**src/sv/lwkd_pkg.sv**
```systemverilog
// lwkd_pkg: shared widths, register map and controller/datapath command and status types
// for the longest-window-with-k-distinct block; no dependencies
`default_nettype none

package lwkd_pkg;

   localparam int MAX_WINDOW_DEF = 1024;

   localparam int SYM_W  = 8;
   localparam int BEST_W = 11;
   localparam int DIST_W = 9;
   localparam int NUM_SYMBOLS = 256;

   localparam int CSR_ADDR_W = 3;
   localparam int CSR_DATA_W = 32;

   // register index, taken from byte address bit 2
   localparam logic REG_MAX_DISTINCT = 1'b0;

   // source of the symbol counts read address
   typedef enum logic [1:0] {
      SEL_REQ = 2'd0,
      SEL_SYM = 2'd1,
      SEL_OLD = 2'd2
   } cnt_sel_type;

   typedef struct packed {
      logic        load_item;
      logic        admit;
      logic        drop;
      logic        set_ovf;
      logic        emit;
      cnt_sel_type rd_sel;
   } cmd_type;

   typedef struct packed {
      logic need_over;
      logic win_empty;
      logic win_full;
      logic out_free;
   } status_type;

endpackage

`default_nettype wire

```
**src/sv/lwkd_ctrl.sv**
```systemverilog
// lwkd_ctrl: sequencer for admit, drop-oldest and result hand-off
// depends on lwkd_pkg for command and status types
`default_nettype none

module lwkd_ctrl (
   input  wire logic                 clock,
   input  wire logic                 reset,
   input  wire logic                 req_valid,
   output      logic                 req_ready,
   input  wire lwkd_pkg::status_type status,
   output      lwkd_pkg::cmd_type    cmd
);
   import lwkd_pkg::*;

   typedef enum logic [5:0] {
      ST_IDLE     = 6'b000001,
      ST_LOOK     = 6'b000010,
      ST_DROP_CNT = 6'b000100,
      ST_DROP_WR  = 6'b001000,
      ST_RELOOK   = 6'b010000,
      ST_HOLD     = 6'b100000
   } state_type;

   state_type state_ff;
   state_type state_in;

   always_comb begin
      state_in   = state_ff;
      cmd        = '0;
      cmd.rd_sel = SEL_SYM;
      req_ready  = 1'b0;
      unique case (state_ff)
         ST_IDLE: begin
            req_ready  = 1'b1;
            cmd.rd_sel = SEL_REQ;
            if (req_valid) begin
               cmd.load_item = 1'b1;
               state_in      = ST_LOOK;
            end
         end
         ST_LOOK: begin
            priority if (status.need_over && !status.win_empty) begin
               state_in = ST_DROP_CNT;
            end else if (!status.need_over && status.win_full) begin
               // store full: make room, then retry the admit
               cmd.set_ovf = 1'b1;
               state_in    = ST_DROP_CNT;
            end else begin
               cmd.admit = !status.need_over;
               if (status.out_free) begin
                  cmd.emit = 1'b1;
                  state_in = ST_IDLE;
               end else begin
                  state_in = ST_HOLD;
               end
            end
         end
         ST_DROP_CNT: begin
            cmd.rd_sel = SEL_OLD;
            state_in   = ST_DROP_WR;
         end
         ST_DROP_WR: begin
            cmd.drop = 1'b1;
            state_in = ST_RELOOK;
         end
         ST_RELOOK: begin
            state_in = ST_LOOK;
         end
         ST_HOLD: begin
            if (status.out_free) begin
               cmd.emit = 1'b1;
               state_in = ST_IDLE;
            end
         end
         default: begin
            state_in = ST_IDLE;
         end
      endcase
   end

   always_ff @(posedge clock) begin
      if (reset) begin
         state_ff <= ST_IDLE;
      end else begin
         state_ff <= state_in;
      end
   end

endmodule

`default_nettype wire

```
**config.mk**
```make
export PLATFORM = sky130hd
export DESIGN_NAME = lwkd_ctrl
export DESIGN_NICKNAME = d
export VERILOG_FILES = /design/src/sv/lwkd_pkg.sv /design/src/sv/lwkd_ctrl.sv
export SDC_FILE = /design/constraint.sdc
export NUM_CORES = 1
export LEC_CHECK = 0
export BUFFER_PORTS_ARGS = -buffer_cell sky130_fd_sc_hd__buf_4
export CORE_AREA = 2 2 39 41
export DETAILED_ROUTE_END_ITERATION = 10
export DIE_AREA = 0 0 41 43
export PLACE_DENSITY = 0.59
export SLEW_MARGIN = 20
export SYNTH_ARGS = -nofsm -noshare
export SYNTH_HDL_FRONTEND = slang
export SYNTH_SLANG_ARGS = --single-unit
```
**constraint.sdc**
```tcl
create_clock -name clock -period 1.25 [get_ports clock]
set_input_delay 0.0625 -clock clock [delete_from_list [all_inputs] [get_ports clock]]
set_output_delay 0.0625 -clock clock [all_outputs]
set_load 0.05 [all_outputs]
```
==> impl_metrics.py <==
metrics = {
    "worst_setup_path": {
        "cp_max_fo": 4,
        "cp.arrival_ns": 1.44,
        "endpoint_kind": "primary output",
        "critPathMaxStageDelay_ns": 0.36,
        "crit_slowest_cell": "dfxtp_4",
        "path_class": "register to primary output",
        "crit_required_ns": 1.19,
        "path_cells": "nor3b_4 -> nand2_2 -> o21ai_2 -> and2_4 -> buf_8",
        "start_kind": "register",
    },
    "layout": {
        "largestRegisters": "state_ff x6",
        "syn_to_final_growth_pct": 118,
        "largest_register": "state_ff",
        "final_nets": 94,
        "fillCellCount": 130,
        "design_area_um2": 873,
        "final_util_pct": 63.1,
        "largest_reg_flops": 6,
        "layout_common_cells": "buf_4 (19), nor2_1 (9), buf_6 (7)",
        "n_antenna_cell": 0,
        "final_layout_size_suffix_gt1_share_pct": 74.1,
        "layout_commonest_cell": "buf_4",
    },
    "run_status": {
        "violations": "negative setup slack",
        "outcome": "finished with violations",
    },
    "timing": {
        "final_max_slew_viol_count": 0,
        "setup_slack_ns": -0.251,
        "relSlewSlack_pct": 84.4,
        "timing.fmax_mhz": 666,
        "finalCritPeriodShare_pct": 120,
        "setup_viol": 9,
        "hold_ws_ns": 0.0536,
        "fin_crit_ns": 1.50,
        "max_slew.worst_pin.slew_ns": 0.233,
        "grt_setup_unrepaired": "true",
        "skew_ns": 0.00120,
        "hold_viol": 0,
    },
    "global_route": {
        "antenna_found_initial": 0,
        "grt_max_degree": 7,
        "first_global_vias": 492,
        "grt_overflow": 0,
        "grt_usage_pct": 17.1,
        "grt_first_pass_wirelength_um": 1950,
    },
    "logic_synthesis": {
        "synth_seq_area_share_pct": 30.0,
        "synth-warning-count": 0,
        "synth_area_leaders": "dfxtp_1 (30%), nor2_1 (9.4%), nor3b_2 (6.3%)",
        "avgSynthCellArea_um2": 7.85,
        "syn_nets": 58,
        "syn-cell-area_um2": 400,
        "ys_ff_latch": 6,
        "synth_largest_area_cell": "dfxtp_1",
        "netlist.area_leader.share_pct": 30.0,
        "synth_cell_types": 24,
        "syn_inst": 51,
    },
    "hold_path": {
        "min_path_type": "primary input to register",
    },
    "routing": {
        "drtAntennaViolNets": 0,
        "wire_per_inst_um": 12.5,
        "viasPerCell": 5.05,
        "drt-initial-drc-count": 5,
        "drt_pre_antenna_iters": 3,
        "drt-total-wl_um": 1260,
        "vias": 510,
        "drc": 0,
    },
    "die": {
        "start_util_pct": 28.9,
        "coreArea_um2": 1380,
        "die_area_um2": 1760,
        "rows": 14,
        "fp.dieH_um": 43,
        "io_pins": 15,
        "die_x_um": 41,
    },
    "place": {
        "place_hpwl_um": 851,
        "placed_area_um2": 663,
        "io_buffers": 14,
        "gp_congestion": 0.725,
    },
    "run": {
        "cap_violations": 0,
    },
    "clock_tree": {
        "cts-root-buf": "clkbuf_4",
        "clk_latency_ns": 0.24,
        "cts_buffers": 3,
        "cts_buffer_depth": 2,
        "htreeDepth": 1,
        "cts.clk_slew.worst_paths_ns": 0.04,
        "cts.sinks": 6,
        "cts_tree": "yes",
    },
    "power": {
        "power_per_cell_area_nw_per_um2": 1120,
        "p_leak_nw": 0.391,
        "ir_worst_vdd_v": 0.000804,
    },
}
==> critical path, delay by kind of cell (launching register included) <==
kind,cells,cell delay (ns)
AND/OR/NAND/NOR,3,0.53
flip-flops,1,0.36
AO/OA/AOI/OAI,1,0.16
buffers and inverters,1,0.13
==> synthesized netlist by cell type, drive strengths merged <==
cell and n:
nand3 3, nor4 1, nand2 1, inv 2
a221oi 1, o211a 1, nand2b 1, dfxtp 6
nor2 10, and2 3, o211ai 1, nor3 4
nor2b 3, xor2 1, a21oi 1, and3b 1
o21ai 6, a31oi 1, or3b 1, nor3b 3
==> layout make-up <==
class | count | area, µm² | area share (%)
Inverter | 2 | 7.51 | 0.860
Multi-Input combinational cell | 43 | 387 | 44.3
Clock buffer | 3 | 22.5 | 2.58
Sequential cell | 6 | 140 | 16.0
Timing Repair Buffer | 31 | 297 | 34.0
Tap cell | 16 | 20.0 | 2.29
==> what timing repair did <==
| action | in CTS | in global routing |
|---|---|---|
| setup endpoints to repair | 9 | 14 |
| buffers inserted | 5 | 1 |
| pin swaps | 9 | 8 |
| resized for setup | 25 | 15 |
| hold buffers | 0 | 0 |
==> where the power goes <==
group          switching, W  internal, W  total [W]
clock network     0.0000653     0.000108   0.000174
registers         0.0000201     0.000207   0.000227
logic              0.000290     0.000285   0.000575
total              0.000375     0.000601   0.000976
==> path summary, 6_finish.rpt <==
kind                            cells after the start                        to  slack (ns)                     start
worst min-delay path                                3  state_ff[0]$_SDFFE_PP1P_        0.05                     reset
worst min register to register                      2  state_ff[3]$_SDFFE_PP0P_        0.52  state_ff[2]$_SDFFE_PP0P_
worst max-delay path                                5                    cmd[2]       -0.25  state_ff[2]$_SDFFE_PP0P_
worst max register to register                      6  state_ff[0]$_SDFFE_PP1P_       -0.04  state_ff[3]$_SDFFE_PP0P_
==> through the flow <==
step | cells | setup slack, ns | power [W] | TNS, ns
2_1_floorplan | 51 | -0.327 | 0.000514 | -0.592
3_3_place_gp | 92 | -0.0710 | 0.000664 | -0.107
3_5_place_dp | 92 | -0.107 | 0.000666 | -0.168
4_1_cts | 100 | -0.247 | 0.000929 | -1.64
5_1_grt | 101 | -0.326 | 0.00104 | -2.40
6_report | 101 | -0.251 | 0.000976 | -1.69
==> kinds of logic (layout without fill, tap and decap cells) <==
| logic type | after synthesis | after routing | share of synthesized area [%] |
|---|---|---|---|
| buffers and inverters | 2 | 36 | 1.88 |
| xor gates and xnor gates | 1 | 1 | 2.19 |
| AOI/OAI and AO/OA | 11 | 11 | 19.4 |
| and+or+nand+nor | 31 | 31 | 46.6 |
| DFF | 6 | 6 | 30.0 |
==> layer usage <==
metal | vias to the layer above | share of wire [%] | track usage, %
li1 | 253 | - | -
met1 | 236 | 35 | 18.3
met2 | 17 | 56 | 27.2
met3 | 4 | 5.6 | 2.62
met4 | 0 | 3.3 | 14.0
met5 | - | 0 | 0
(Power assumes the default switching activity.)
